File: src/sv/tsft_queue.sv
module tsft_queue #(
  parameter int unsigned Width = 8
) (
  input  logic             clk_i,
  input  logic             rst_ni,
  input  logic             push_valid_i,
  output logic             push_ready_o,
  input  logic [Width-1:0] push_data_i,
  output logic             pop_valid_o,
  input  logic             pop_ready_i,
  output logic [Width-1:0] pop_data_o
);

  localparam int unsigned Depth = 2;

  logic [Width-1:0] data_q [Depth];
  logic             wr_ptr_q;
  logic             rd_ptr_q;
  logic [1:0]       count_q;
  logic             push;
  logic             pop;

  assign push_ready_o = count_q != 2'(Depth);
  assign pop_valid_o  = count_q != 2'd0;
  assign push         = push_valid_i && push_ready_o;
  assign pop          = pop_valid_o && pop_ready_i;
  assign pop_data_o   = data_q[rd_ptr_q];

  always_ff @(posedge clk_i or negedge rst_ni) begin
    if (!rst_ni) begin
      wr_ptr_q <= 1'b0;
      rd_ptr_q <= 1'b0;
      count_q  <= 2'd0;
    end else begin
      if (push) begin
        wr_ptr_q <= !wr_ptr_q;
      end
      if (pop) begin
        rd_ptr_q <= !rd_ptr_q;
      end
      if (push && !pop) begin
        count_q <= count_q + 2'd1;
      end else if (pop && !push) begin
        count_q <= count_q - 2'd1;
      end
    end
  end

  always_ff @(posedge clk_i) begin
    if (push) begin
      data_q[wr_ptr_q] <= push_data_i;
    end
  end

endmodule

File: config.mk
export PLATFORM = sky130hd
export DESIGN_NAME = tsft_queue
export DESIGN_NICKNAME = d
export VERILOG_FILES = /design/src/sv/tsft_queue.sv
export SDC_FILE = /design/constraint.sdc
export NUM_CORES = 1
export LEC_CHECK = 0
export ABC_CLOCK_PERIOD_IN_PS = 3900
export BUFFER_PORTS_ARGS = -buffer_cell sky130_fd_sc_hd__buf_2
export CAP_MARGIN = 0
export CORE_MARGIN = 8
export CORE_UTILIZATION = 50
export CTS_CLUSTER_SIZE = 16
export DETAILED_ROUTE_END_ITERATION = 10
export PLACE_DENSITY = 0.86
export SLEW_MARGIN = 20
export SYNTH_ARGS = -nofsm -noshare
export SYNTH_HDL_FRONTEND = slang
export SYNTH_SLANG_ARGS = --single-unit
export TNS_END_PERCENT = 10
File: constraint.sdc
create_clock -name clk_i -period 3.9 [get_ports clk_i]
set_input_delay 0.78 -clock clk_i [delete_from_list [all_inputs] [get_ports clk_i]]
set_output_delay 0.78 -clock clk_i [all_outputs]
set_load 0.05 [all_outputs]
# After elaboration in Yosys (flattened, before gate mapping)

Memories as Yosys holds them, arrays and structs flattened.
Index checks and enable logic that the tools add are counted.

Output and inout bits: 10
Memories kept: 1
Logic and storage cells: 21
Input bits: 12
Latch bits: 0
Register bits after elaboration: 4
Memory bits (read-only): 0
Bits in writable memories: 16

Memories:

| memory | depth | bits a word | read ports | clocked after memory_dff | write ports | RTL line | source |
|---|---|---|---|---|---|---|---|
| data_q | 2     | 8           | 1          | 0                        | 1           | 16       | `logic [Width-1:0] data_q [Depth];` |

Mux-type cells: 4
Divide/modulo/power cells: 0
Bitwise operators: 0
Reductions and logical operators: 10
$mul: 0
Equality and inequality tests: 1
Magnitude comparators: 0
$add $sub $neg: 2
Shift operators: 0

Operators with widths:

| operator              | number |
|---|---|
| $logic_and A1 B1 Y1   | 4 |
| $logic_not A1 Y1      | 4 |
| $mux W2               | 2 |
| $reduce_bool A2 Y1    | 2 |
| $add A2 B1 Y2 const B | 1 |
| $mux W1               | 2 |
| $ne A2 B2 Y1 const B  | 1 |
| $sub A2 B1 Y2 const B | 1 |

# Longest topological paths before layout

Word-level depth: 6
Depth in mapped cells: 7
Mapped depth without buffers: 7

# Worst setup path after synthesis

OpenSTA, ideal clock, no wires.

Kind: register -> output
Start point: register rd_ptr_q
End point: output port pop_data_o[0]
Slack: 2.163 ns
Data arrival time: 0.957 ns
Required time: 3.120 ns
Stages on the path, launching flop included: 3
Buffers on the path: 1
Cells stage by stage: dfrtp_1 -> buf_2 -> mux2_2

Cells in the longest elaborated chain, start to end: 1

RTL lines:

| item                   | RTL line | source |
|---|---|---|
| from (decl)            | 18       | `logic rd_ptr_q;` |
| from (signal assigned) | 39       | `rd_ptr_q <= !rd_ptr_q;` |
| $mem_v2 Z2 W8          | --       |  |
| to (decl)              | 11       | `output logic [Width-1:0] pop_data_o` |

No other way between the ends.

# Worst setup path in the final report

Start point: register rd_ptr_q
End point: output port pop_data_o[2]

Same word-level chain as after synthesis.

==> metrics <==
reg2reg setup slack=2.31 ns; antenna violations before repair=0; Clock Skews=slightly above 0.01 ns; ant diodes=0; post-cts hold buffer count=0; area occupied by multi-input gates=slightly below 200 sq um; grt total ovfl=0; clk_lat worst skew=0.30 ns; Filler Cells Inserted=105; CP Class=flop to output pin; H-tree Lvls=1; Max-Cap Viols=0; Placeable Area=0.001489 sq mm; Ports=22; die area=around 0.0031 sq mm; total clock sinks=20; Post-synth ARST share=20.00%; Max Freq=between 400 and 500 MHz; Slew HR=54.74%; commonest register cell after synthesis=edfxtp_1; Worst Reg-to-Reg Cells=3; postcts setup bufs=0; Layout area overhead=21.94%; RSZ-0062 raised after global routing=no; Final Hold Vio Count=0; setup_tns=0 ns; FF+latch area=580.6 sq um; critical path cell sequence=mux2_2, buf_2; Ys Warns=0; vias in the first global route=416; largest net degree at the start of global routing=13; top-area cell type share of the netlist area=61.05%; GPL Wtd Cong=0.7643; CTS root buf=clkbuf_4; critical path peak fanout=9; Max VDD drop=0.3752 mV; worst min path class=primary input to async pin; via count=421; synth top area cells=edfxtp_1 61%, dfrtp_1 13%, mux2_2 11%; PwrDens=926.3 mW/mm^2; Routed wire per std cell=14.34 microns; fin. max-slew vios=0; unique cell type count in the Yosys netlist=14; Final Util=around 64%; Detailed Place HPWL=891.4 microns; post-synthesis register bit count=20; Critical Path RT=3.12 ns; I/O Buffers=21; fin crit period=roughly 2.2 ns; Layout Nets=81; status=complete, no violations; Post-CTS Resized=0; Crit. End Element=output pin; DR iter-0 viols=9; CTS Buffer Depth=2; gr usage total=7.530%; Die X=55.68 microns; period utilization=57.17%; Startpoint Class=flop; initial core utilization=52.86%; dominant cell type by area after synthesis=edfxtp_1; Critical Path Max Stage Delay=~0.57 ns; Slew @ Worst Pin=0.6764 ns; share of cells above drive strength 1=53.73%; P_leak=0.3964 nW; Post-synth top cells=16 x edfxtp_1, 8 x mux2_2, 4 x dfrtp_1, 3 x xnor2_1; first-pass GRT wire length=roughly 1900 microns; Avg Cell Area, Syn=~18 sq um; slowest CP cell=dfrtp_1; CTS tree=yes; number of remaining DRC errors=0; worst path arrival time=1.45 ns; Seq/Total Area, Yosys=73.77%; Reg clk slew, reported paths=0.10 ns; synthesized instance count=43; RR Endpoint=data_q[0][6]; Std-Cell Rows=14; count leader, synth=edfxtp_1; reg2reg start=count_q[0]; Num CTS Buffers=3; Post-synth EDFFs=16; Synth Cell Area=787.0 sq um; die height=around 56 microns; DRT Wirelength=1190 microns; drt via density=5.072; first-pass iteration count of the detailed router=4; Mapped Nets=56; final setup fails=0; ANT nets after route=0
## routing by layer
| layer | up-vias | share of wire (%) | GRT usage (%) |
|---|---|---|---|
| met5 | - | 0 | 0 |
| met3 | 2 | 4.5 | 1.598 |
| met4 | 0 | 0.67 | 5.282 |
| li1 | 207 | - | - |
| met1 | 199 | 44 | 8.016 |
| met2 | 13 | 51 | 12.82 |
## how the worst max path moves through the flow
stage	from	end	cells past startpoint
floorplan	rd_ptr_q	pop_data_o[0]	2
global placement	rd_ptr_q	pop_data_o[3]	2
detailed placement	rd_ptr_q	pop_data_o[3]	2
CTS	rd_ptr_q	pop_data_o[3]	2
global route	rd_ptr_q	pop_data_o[3]	2
finish	rd_ptr_q	pop_data_o[2]	2
## through the flow
| step | instances | cell area (sq um) | power, W | setup WS, ns | hold WS [ns] |
|---|---|---|---|---|---|
| global route | 83 | 959.7 | 0.0009284 | 1.592 | 0.2591 |
| global placement | 79 | 907.1 | 0.0007249 | 1.984 | 0.4744 |
| floorplan | 43 | 787.0 | 0.0006589 | 2.163 | 0.4608 |
| CTS | 83 | 959.7 | 0.0008982 | 1.640 | 0.2589 |
| detailed placement | 79 | 907.1 | 0.0007328 | 1.984 | 0.4953 |
| finish | 83 | 959.7 | 0.0008889 | 1.670 | 0.2672 |
## area by class of cell
cell class	instances	share of cell area, %
flip-flops and latches	20	60.50
multi-input cells	21	20.60
repair buffers	21	10.95
clock inverters	1	3.129
clock buffers	3	2.347
well taps	16	2.086
inverters	1	0.3911
## registers in the layout, summed over array words and instances (netlist names)
name,count
count_q,2
data_q,16
rd_ptr_q,1
wr_ptr_q,1
## cell usage in the layout, fill, tap and decap left out
cell | Yosys | layout
edfxtp_1 | 16 | 16
inv_1 | 1 | 1
bufinv_16 | 0 | 1
xnor2_1 | 3 | 3
nand2_4 | 1 | 1
or2_4 | 1 | 1
mux2_2 | 8 | 8
nand2_1 | 1 | 1
clkbuf_4 | 0 | 3
dfrtp_1 | 4 | 4
xor2_1 | 2 | 2
buf_2 | 1 | 21
ha_1 | 1 | 1
and3_1 | 1 | 1
nor2_1 | 2 | 2
nand2b_4 | 1 | 1
## worst max-delay path, delay by kind of cell, from the launching register on
family                 cells  cell delay (ns)
buffers and inverters      1             0.21
flip-flops                 1             0.57
multiplexers               1             0.38
## report_power, final
part / leakage, nW / switching (W) / internal (W)
Clock: 0.0279 / 0.0000629 / 0.000104
Combinational: 0.173 / 0.000254 / 0.000125
Sequential: 0.195 / 0.0000439 / 0.000298
## cells by family after synthesis
kind of cell  after synthesis  share of synthesized area (%)
flops                      20                          73.77
mux                         8                          11.45
simple gates                7                          6.518
xor+xnor                    5                          5.565
buf+inv                     2                          1.112
fa+ha+maj                   1                          1.590
Note: power is estimated with default switching activity, not from simulation.
