<file path="src/sv/tsft_pkg.sv">
package tsft_pkg;

  localparam int unsigned SESSION_SLOTS_DEFAULT = 1024;

  localparam int unsigned SLOT_W    = 10;
  localparam int unsigned VER_W     = 16;
  localparam int unsigned PK_W      = 4;
  localparam int unsigned SEQ_W     = 32;
  localparam int unsigned FLAGS_W   = 10;
  localparam int unsigned TIMEOUT_W = 16;
  localparam int unsigned CFG_IDX_W = 2;

  localparam logic [TIMEOUT_W-1:0] ESTABLISHED_TIMEOUT_RST = 16'd7200;
  localparam logic [TIMEOUT_W-1:0] SECURITY_TIMEOUT_RST    = 16'd30;
  localparam logic [TIMEOUT_W-1:0] EMBRYONIC_TIMEOUT_RST   = 16'd5;

  typedef enum logic [CFG_IDX_W-1:0] {
    CFG_ESTABLISHED_TIMEOUT = 2'd0,
    CFG_SECURITY_TIMEOUT    = 2'd1,
    CFG_EMBRYONIC_TIMEOUT   = 2'd2
  } tsft_cfg_e;

  // tcp flag bit positions
  localparam int unsigned PK_FIN = 0;
  localparam int unsigned PK_SYN = 1;
  localparam int unsigned PK_RST = 2;
  localparam int unsigned PK_ACK = 3;

  localparam logic [PK_W-1:0] PK_PURE_SYN = 4'b0010;

  // session flag word bit positions
  localparam int unsigned FB_WAIT_RESP_SYN     = 0;
  localparam int unsigned FB_WAIT_INIT_ACK_SYN = 1;
  localparam int unsigned FB_WAIT_RESP_ACK_SYN = 2;
  localparam int unsigned FB_SEEN_FIN_INIT     = 3;
  localparam int unsigned FB_SEEN_FIN_RESP     = 4;
  localparam int unsigned FB_ACK_FIN_INIT      = 5;
  localparam int unsigned FB_ACK_FIN_RESP      = 6;
  localparam int unsigned FB_ESTABLISHED       = 7;
  localparam int unsigned FB_REMOVING          = 8;
  localparam int unsigned FB_BLOCKED           = 9;

  localparam logic [FLAGS_W-1:0] FL_WAIT_RESP_SYN     = 10'h001;
  localparam logic [FLAGS_W-1:0] FL_WAIT_INIT_ACK_SYN = 10'h002;
  localparam logic [FLAGS_W-1:0] FL_WAIT_RESP_ACK_SYN = 10'h004;
  localparam logic [FLAGS_W-1:0] FL_ESTABLISHED       = 10'h080;
  localparam logic [FLAGS_W-1:0] FL_REMOVING          = 10'h100;
  localparam logic [FLAGS_W-1:0] FL_BLOCKED           = 10'h200;

  typedef struct packed {
    logic             direction;
    logic [VER_W-1:0] sess_gen;
    logic [PK_W-1:0]  tcp_flag_bits;
    logic [SEQ_W-1:0] tcp_seq;
    logic [SEQ_W-1:0] tcp_ack;
    logic             later_fragment;
  } tsft_item_t;

  typedef struct packed {
    logic [FLAGS_W-1:0] flags;
    logic [SEQ_W-1:0]   fwd_fin;
    logic [SEQ_W-1:0]   rev_fin;
    logic [VER_W-1:0]   version;
  } tsft_row_t;

endpackage

</file>
<file path="src/sv/tsft_front.sv">
module tsft_front
  import tsft_pkg::*;
#(
  parameter int unsigned SessionSlots = SESSION_SLOTS_DEFAULT
) (
  input  logic                            clk_i,
  input  logic                            rst_ni,
  input  logic                            in_valid_i,
  output logic                            in_stall_o,
  input  logic [SLOT_W-1:0]               session_slot_i,
  input  logic                            direction_i,
  input  logic [VER_W-1:0]                sess_gen_i,
  input  logic [PK_W-1:0]                 tcp_flag_bits_i,
  input  logic [SEQ_W-1:0]                tcp_seq_i,
  input  logic [SEQ_W-1:0]                tcp_ack_i,
  input  logic                            later_fragment_i,
  input  logic                            clear_busy_i,
  output logic                            push_valid_o,
  input  logic                            push_ready_i,
  output logic [$clog2(SessionSlots)-1:0] push_idx_o,
  output tsft_item_t                      push_item_o
);

  localparam int unsigned AW        = $clog2(SessionSlots);
  localparam int unsigned SlotRange = 2 ** SLOT_W;

  logic              s1_valid_q;
  logic [SLOT_W-1:0] s1_slot_q;
  tsft_item_t        s1_item_q;
  logic              accept;

  assign in_stall_o = clear_busy_i || (s1_valid_q && !push_ready_i);
  assign accept     = in_valid_i && !in_stall_o;

  always_ff @(posedge clk_i or negedge rst_ni) begin
    if (!rst_ni) begin
      s1_valid_q <= 1'b0;
    end else if (accept) begin
      s1_valid_q <= 1'b1;
    end else if (push_ready_i) begin
      s1_valid_q <= 1'b0;
    end
  end

  always_ff @(posedge clk_i) begin
    if (accept) begin
      s1_slot_q                <= session_slot_i;
      s1_item_q.direction      <= direction_i;
      s1_item_q.sess_gen       <= sess_gen_i;
      s1_item_q.tcp_flag_bits  <= tcp_flag_bits_i;
      s1_item_q.tcp_seq        <= tcp_seq_i;
      s1_item_q.tcp_ack        <= tcp_ack_i;
      s1_item_q.later_fragment <= later_fragment_i;
    end
  end

  // slot index modulo the table depth
  if (SessionSlots >= SlotRange) begin : g_direct
    assign push_idx_o = AW'(s1_slot_q);
  end else begin : g_mod
    localparam int unsigned RecipShift = 2 * SLOT_W;
    localparam int unsigned RecipW     = RecipShift + 1;
    localparam int unsigned ProdW      = SLOT_W + RecipW;
    localparam int unsigned Recip      = (2 ** RecipShift + SessionSlots - 1) / SessionSlots;

    logic [ProdW-1:0]     quot_prod;
    logic [SLOT_W-1:0]    quot_q;
    logic [RecipShift-1:0] back_prod;
    logic [SLOT_W-1:0]    rem;

    assign quot_prod = ProdW'(session_slot_i) * ProdW'(Recip);

    always_ff @(posedge clk_i) begin
      if (accept) begin
        quot_q <= quot_prod[RecipShift +: SLOT_W];
      end
    end

    assign back_prod  = RecipShift'(quot_q) * RecipShift'(SessionSlots);
    assign rem        = s1_slot_q - back_prod[SLOT_W-1:0];
    assign push_idx_o = rem[AW-1:0];
  end

  assign push_valid_o = s1_valid_q;
  assign push_item_o  = s1_item_q;

endmodule

</file>
<file path="config.mk">
export PLATFORM = sky130hd
export DESIGN_NAME = tsft_front
export DESIGN_NICKNAME = d
export VERILOG_FILES = /design/src/sv/tsft_pkg.sv /design/src/sv/tsft_front.sv
export SDC_FILE = /design/constraint.sdc
export NUM_CORES = 1
export LEC_CHECK = 0
export BUFFER_PORTS_ARGS = -buffer_cell sky130_fd_sc_hd__buf_2
export CAP_MARGIN = 20
export CORE_ASPECT_RATIO = 0.75
export CORE_MARGIN = 2
export CORE_UTILIZATION = 44
export CTS_CLUSTER_SIZE = 12
export DETAILED_ROUTE_END_ITERATION = 10
export PLACE_DENSITY = 0.84
export SYNTH_ARGS = -nofsm -noshare
export SYNTH_HDL_FRONTEND = slang
export SYNTH_SLANG_ARGS = --single-unit
export TNS_END_PERCENT = 10
</file>
<file path="constraint.sdc">
create_clock -name clk_i -period 8.39 [get_ports clk_i]
set_clock_uncertainty 0.2 [all_clocks]
set_input_delay 0.839 -clock clk_i [delete_from_list [all_inputs] [get_ports clk_i]]
set_output_delay 0.839 -clock clk_i [all_outputs]
set_load 0.01 [all_outputs]
</file>
Word-level counts from Yosys, hierarchy flattened --
Cells that the tools add are included.
Storage, ports and cells: bits in registers 97, output and inout bits 98, bits of input ports 101
Operators by class: multiplexer cells 2, reductions and logical operators 6
Operators by type and width (count):
- $logic_and 1x1->1 | 2
- $logic_not 1->1 | 2
- $mux 1 | 2
- $reduce_bool 2->1 | 1
- $logic_or 1x1->1 | 1

Logic depth before layout (Yosys ltp) --
Gate-level depths: netlist of the first run.
depth in word-level cells 6, gate-level depth with buffers 2

Worst setup path before layout of the first run --
OpenSTA, ideal clock, no wires.
kind input -> register, start input port push_ready_i, end register s1_slot_q[0] (netlist: push_idx_o[0]) (enable), path slack 3.013 ns, setup time 0.533 ns, stages on the path 2, data arrival time 4.644 ns, data required time 7.657 ns, cells stage by stage nand2b_4 > nor3b_2
Between the ends: longest elaborated chain between the ends 5
RTL lines:
- from (decl) | RTL line tsft_front.sv:19 | input logic push_ready_i,
- $logic_not 1->1 | RTL line tsft_front.sv:32 | assign in_stall_o = clear_busy_i || (s1_valid_q && !push_ready_i);
- $logic_and 1x1->1 | RTL line tsft_front.sv:32
- $logic_or 1x1->1 | RTL line tsft_front.sv:32
- $logic_not 1->1 | RTL line tsft_front.sv:33 | assign accept = in_valid_i && !in_stall_o;
- $logic_and 1x1->1 | RTL line tsft_front.sv:33
- via accept | RTL line tsft_front.sv:30 | logic accept;
- to (signal assigned) | RTL line tsft_front.sv:47 | s1_slot_q <= session_slot_i;
- to (decl) | RTL line tsft_front.sv:28 | logic [SLOT_W-1:0] s1_slot_q;
The timed path passes the listed nets, and every way through them passes these cells. A chain may end at the register's enable or synchronous reset.

Worst setup path after layout of the first run --
start input port push_ready_i, end register s1_item_q, in the netlist push_item_o[84] (enable)
Between the ends: longest elaborated chain between the ends 5
RTL lines:
- $logic_not 1->1 | RTL line tsft_front.sv:32
- $logic_and 1x1->1 | RTL line tsft_front.sv:32
- $logic_or 1x1->1 | RTL line tsft_front.sv:32
- $logic_not 1->1 | RTL line tsft_front.sv:33
- $logic_and 1x1->1 | RTL line tsft_front.sv:33
- via accept | RTL line tsft_front.sv:30
- to (decl) | RTL line tsft_front.sv:29 | tsft_item_t s1_item_q;
The timed path passes the listed nets, and every way through them passes these cells.

==> impl_metrics.csv, run 1 <==
group,metric,value,unit
critical_path,path_class,"in -> reg",
floorplan,die_h,74.90,um
power,p_seq_share,62.9,%
cells_and_area,final_common_cell,"buf_2",
floorplan,die_area,7380,sq um
synthesis,netlist_area,2949,sq um
floorplan,row_count,25,
clocking,clkLatencyLatePin,0.34,ns
drt,route.detailed.drc,0,
critical_path,crit_arrival,2.33,ns
sta,setup_violations,0,
sta,relSlewSlack,51.88,%
drt,wl,6.839,mm
sta,tns,0,ns
clocking,ctsHoldBuffers,0,
sta,grt_setup_unrepaired,"false",
drt,drtIter0Drc,86,
sta,fmax,392.3,MHz
synthesis,yosysWarnings,0,
placement,place.gp.congestion,0.7047,
sta,worst_slew_pin_slew,0.7217,ns
global_routing,grt_util_all_layers,17.90,%
cells_and_area,drive_gt1_share,68.45,%
floorplan,io_pins,199,
power,internal-power,0.0006981,W
floorplan,coreArea,6381,sq um
cells_and_area,multi_input_area,43.79,sq um
synthesis,yosys.cell_types.count,7,
drt,antenna_left,0,
clocking,ctsHtreeMaxLevel,3,
sta,hold_viol_final,0,
sta,fin_ws,5.841,ns
floorplan,die_w,98.54,um
clocking,ctsResizeCount,0,
cells_and_area,fillers,456,
sta,drv_slew,0,
drt,via_per_inst,4.523,
clocking,cts_tree,"built",
critical_path,cpMostUsedCell,"buf_4",
cells_and_area,final_nets,414,
placement,dp.final_hpwl,5.261,mm
synthesis,ys_seq_elements,97,
critical_path,slowest_stage,"buf_4",
clocking,cts_buffers,9,
global_routing,grt_overflow_total,0,
job,drv_cap,0,
synthesis,synth_area_per_cell,28.91,sq um
clocking,cts_buffer_depth,2,
power,p_leak,1.803,nW
synthesis,syn-num-nets,203,
power,p_per_area,211.0,nW/um^2
drt,wl_per_cell,17.18,um
placement,pre_cts_ws,5.461,ns
cells_and_area,layout_common_cells,"buf_2 (198), edfxtp_1 (96), clkbuf_8 (9)",
power,irDropWorstVdd,144.2,uV
status,status,"finished clean",
sta,fin_crit_sh,30.38,%
global_routing,grt_max_degree,61,
clocking,root_buffer,"clkbuf_8",
clocking,clk_pin_slew,0.08,ns
critical_path,crit_fanout,60,
critical_path,cp_cell_sequence,"buf_2 -> nand2b_4 -> nor3b_4 -> buf_4 -> buf_4",
power,power_switching,0.0001963,W
critical_path,critPathCaptureType,"flop",
drt,drt-pass1-iter-count,4,
synthesis,ys_seq_area_share,98.60,%
critical_path,cp_data_required_time,8.17,ns
cells_and_area,syn2layout_area_growth,43.74,%
power,combPwrFrac,7.2,%
critical_path,crit_buf_inv,3,
global_routing,grt_pass1_wl,9.315,mm
critical_path,slowest_delay,0.68,ns
drt,routed-via-count,1800,
clocking,post_cts_buffers,0,
synthesis,syn_inst,102,
sta,min_period,2.549,ns
global_routing,grt_antenna_before_repair,0,
min_path,hp-class,"in -> async",
critical_path,r2r_cells,4,
global_routing,grt_pass1_vias,1711,
critical_path,crit_family,"buffers and inverters",
power,switching_share,21.95,%
placement,port_buffers,198,
cells_and_area,regArea,2908,sq um
floorplan,start_util,46.22,%
sta,hold_slack,0.05232,ns
power,p_clk_share,29.9,%
clocking,cts_sinks,97,
cells_and_area,antenna_cells,0,
critical_path,startpoint_type,"input port",
critical_path,crit_cells,5,
registers in the layout, indices dropped and copies added (netlist names):
register	flops
push_item_o	86
push_idx_o	10
push_valid_o	1
kinds of logic after synthesis:
family | after synthesis | synth area share, %
and+or+nand+nor | 3 | 1.103
AOI/OAI and AO/OA | 1 | 0.1695
buffers and inverters | 1 | 0.1272
DFF | 97 | 98.60
final timing paths:
| check | startpoint | endpoint | slack [ns] |
|---|---|---|---|
| max | push_ready_i | push_item_o[84]$_DFFE_PP_ | 5.84 |
| max in group asynchronous | rst_ni | push_valid_o$_DFFE_PN0P_ | 7.85 |
| min | rst_ni | push_valid_o$_DFFE_PN0P_ | 0.05 |
| max reg2reg | push_valid_o$_DFFE_PN0P_ | push_item_o[84]$_DFFE_PP_ | 6.04 |
| min in group clk_i | push_valid_o$_DFFE_PN0P_ | push_valid_o$_DFFE_PN0P_ | 0.35 |
| min reg2reg | push_valid_o$_DFFE_PN0P_ | push_valid_o$_DFFE_PN0P_ | 0.35 |
per-stage QoR:
stage	cell area [sq um]	power, W	instances	utilization [%]
after floorplan	2949	0.0005957	102	-
after global placement	4063	0.0006358	383	63.67
after detailed placement	4063	0.0006398	383	63.67
after CTS	4239	0.0009065	398	66.43
after global routing	4239	0.0009333	398	66.43
final	4239	0.0008944	398	66.43
metal layers:
metal / up-vias / routed length [um] / share of wire (%) / global-route usage, %
met3: 11 / 634 / 9.3 / 8.357
met2: 102 / 3749 / 55 / 32.05
met5: - / 0 / 0 / 0
li1: 829 / - / - / -
met4: 0 / 110 / 1.6 / 7.306
met1: 858 / 2345 / 34 / 18.75
cell type report:
class	instances	share of cell area [%]
Sequential cell	97	68.59
Multi-Input combinational cell	4	1.033
Tap cell	81	2.391
Clock inverter	6	1.240
Timing Repair Buffer	200	23.73
Inverter	1	0.08855
Clock buffer	9	2.922
synthesized netlist by cell type, drive strengths merged:
library cell	instances	share of area, %
nor3b	1	0.42
o21ai	1	0.17
inv	1	0.13
nand2b	2	0.68
dfrtp	1	0.85
edfxtp	96	98
power by group through the flow:
stage	registers (W)	clock network, W	logic, W
floorplan	0.000587	0	0.00000866
global placement	0.000573	0	0.0000633
detailed placement	0.000574	0	0.0000658
CTS	0.000563	0.000278	0.0000659
global route	0.000565	0.000298	0.0000703
finish	0.000563	0.000267	0.0000648
worst reg2reg max path, cell delays in order (launching register included):
cell      delay [ns]
dfrtp_1         0.41
nand2b_4        0.08
nor3b_4         0.16
buf_4           0.42
buf_4           0.70
Note: power is estimated with default switching activity, not from simulation.
==> inputs of run 2 (changes only) <==
--- a/config.mk
+++ b/config.mk
@@ -9,10 +9,10 @@
 export CAP_MARGIN = 20
 export CORE_ASPECT_RATIO = 0.75
 export CORE_MARGIN = 2
-export CORE_UTILIZATION = 44
+export CORE_UTILIZATION = 37
 export CTS_CLUSTER_SIZE = 12
 export DETAILED_ROUTE_END_ITERATION = 10
-export PLACE_DENSITY = 0.84
+export PLACE_DENSITY = 0.75
 export SYNTH_ARGS = -nofsm -noshare
 export SYNTH_HDL_FRONTEND = slang
 export SYNTH_SLANG_ARGS = --single-unit
==> constraint.sdc (replaced) <==
create_clock -name clk_i -period 2.2 [get_ports clk_i]
set_clock_uncertainty 0.2 [all_clocks]
set_input_delay 0.22 -clock clk_i [delete_from_list [all_inputs] [get_ports clk_i]]
set_output_delay 0.22 -clock clk_i [all_outputs]
set_load 0.01 [all_outputs]
==> run 2 against run 1 <==
Against the previous run: cell area rose by 26%; die area rose by 18%; via count rose by 21%; setup slack got worse by 5.3 ns; critical endpoint is now push_item_o[34]$_DFFE_PP_; largest cell class unchanged.
==> impl_metrics.csv, run 2 (synthesized netlist as in run 1, its figures left out) <==
group,metric,value,unit
status,status,"finished clean",
sta,worst_slew_pin_slew,0.2907,ns
clocking,post_cts_buffers,0,
cells_and_area,final_nets,514,
drt,antenna_left,0,
floorplan,row_count,28,
clocking,clkLatencyLatePin,0.35,ns
placement,place.gp.congestion,0.6931,
sta,drv_slew,0,
critical_path,startpoint_type,"input port",
sta,setup_violations,0,
floorplan,io_pins,199,
critical_path,r2r_setup_slack,0.54,ns
placement,dp.final_hpwl,4.735,mm
critical_path,crit_arrival,1.52,ns
global_routing,grt_max_degree,49,
clocking,cts_sinks,97,
critical_path,cp_data_required_time,2.03,ns
global_routing,grt_pass1_vias,2237,
sta,min_period,1.690,ns
placement,dp.cells,407,
job,drv_cap,0,
cells_and_area,stdcell_count,523,
clocking,root_buffer,"clkbuf_8",
global_routing,grt_util_all_layers,17.16,%
clocking,cts_tree,"built",
cells_and_area,antenna_cells,0,
power,p_leak,2.253,nW
clocking,cts_buffers,9,
cells_and_area,syn2layout_area_growth,80.95,%
drt,wl_per_cell,14.87,um
cells_and_area,final_common_cell,"buf_2",
sta,fmax,591.6,MHz
sta,fin_ws,0.5097,ns
global_routing,grt_pass1_wl,10.88,mm
power,irDropWorstVdd,552.3,uV
min_path,hp-class,"in -> reg",
drt,routed-via-count,2184,
placement,pre_cts_ws,0.5887,ns
floorplan,die_w,107.1,um
clocking,cts_buffer_depth,2,
floorplan,die_area,8708,sq um
critical_path,critPathCaptureType,"flop",
sta,grt_setup_unrepaired,"false",
critical_path,path_class,"in -> reg",
drt,wl,7.779,mm
critical_path,crit_fanout,48,
drt,route.detailed.drc,0,
cells_and_area,final_core_util,68.31,%
sta,relSlewSlack,80.60,%
floorplan,start_util,37.75,%
cells_and_area,largest_reg_flops,86,
global_routing,grt_antenna_before_repair,0,
power,p_per_area,707.6,nW/um^2
global_routing,grt_overflow_total,0,
sta,fin_crit_sh,76.83,%
drt,drtIter0Drc,70,
clocking,ctsResizeCount,0,
cells_and_area,layout_common_cells,"buf_2 (198), dlygate4sd3_1 (100), edfxtp_1 (96)",
floorplan,coreArea,7812,sq um
cells_and_area,drive_gt1_share,51.67,%
sta,hold_viol_final,0,
clocking,ctsHtreeMaxLevel,3,
drt,drt-pass1-iter-count,4,
floorplan,die_h,81.32,um
clocking,clk_pin_slew,0.10,ns
sta,tns,0,ns
drt,via_per_inst,4.176,
placement,port_buffers,198,
## run 2: per-stage QoR
| step | hold slack (ns) | total power (W) | area (sq um) |
|---|---|---|---|
| floorplan | -0.2756 | 0.002269 | 2955 |
| CTS | 0.3041 | 0.003805 | 5336 |
| finish | 0.3367 | 0.003776 | 5336 |
| detailed placement | -0.2019 | 0.002444 | 4118 |
| global route | 0.3348 | 0.003921 | 5336 |
| global placement | -0.2037 | 0.002433 | 4118 |
## run 2: timing repair
item / in CTS / in global routing
endpoints found under the setup margin: 0 / 0
endpoints found under the hold margin: 98 / 0
hold buffers: 100 / 0
## run 2: area by class of cell
| class | count | area (sq um) |
|---|---|---|
| clock buffers | 9 | 123.9 |
| clock inverters | 7 | 93.84 |
| fillers | 515 | 2476 |
| inverters | 1 | 3.754 |
| multi-input cells | 4 | 43.79 |
| flip-flops and latches | 97 | 2908 |
| well taps | 105 | 131.4 |
| repair buffers | 300 | 2032 |
## run 2: where the power goes
| part | total (W) | internal [W] | leakage, nW | switching [W] |
|---|---|---|---|---|
| combinational | 0.000399 | 0.000238 | 1.24 | 0.000162 |
| clock | 0.00123 | 0.000641 | 0.109 | 0.000591 |
| sequential | 0.00214 | 0.00212 | 0.906 | 0.0000203 |
| total | 0.00378 | 0.00300 | 2.25 | 0.000773 |
## run 2: worst paths after layout
| path | start | end | cells after the start |
|---|---|---|---|
| worst max-delay path | clear_busy_i | push_item_o[34]$_DFFE_PP_ | 4 |
| worst min-delay path | in_valid_i | push_idx_o[1]$_DFFE_PP_ | 4 |
| worst max register to register | push_valid_o$_DFFE_PN0P_ | push_item_o[34]$_DFFE_PP_ | 3 |
| worst min register to register | push_valid_o$_DFFE_PN0P_ | push_idx_o[1]$_DFFE_PP_ | 3 |
| max in group asynchronous | rst_ni | push_valid_o$_DFFE_PN0P_ | 3 |
| min in group asynchronous | rst_ni | push_valid_o$_DFFE_PN0P_ | 3 |
## run 2: worst max-delay path: stages
cell and delay, ns:
dlygate4sd3_1 0.53, buf_2 0.15, nor3b_4 0.29, buf_12 0.29
## run 2: layer usage
layer / vias up / track usage (%) / share of wire (%)
li1: 1030 / - / -
met1: 1008 / 18.62 / 37
met2: 133 / 29.24 / 49
met3: 13 / 9.069 / 12
met4: 0 / 5.714 / 1.4
met5: - / 0 / 0
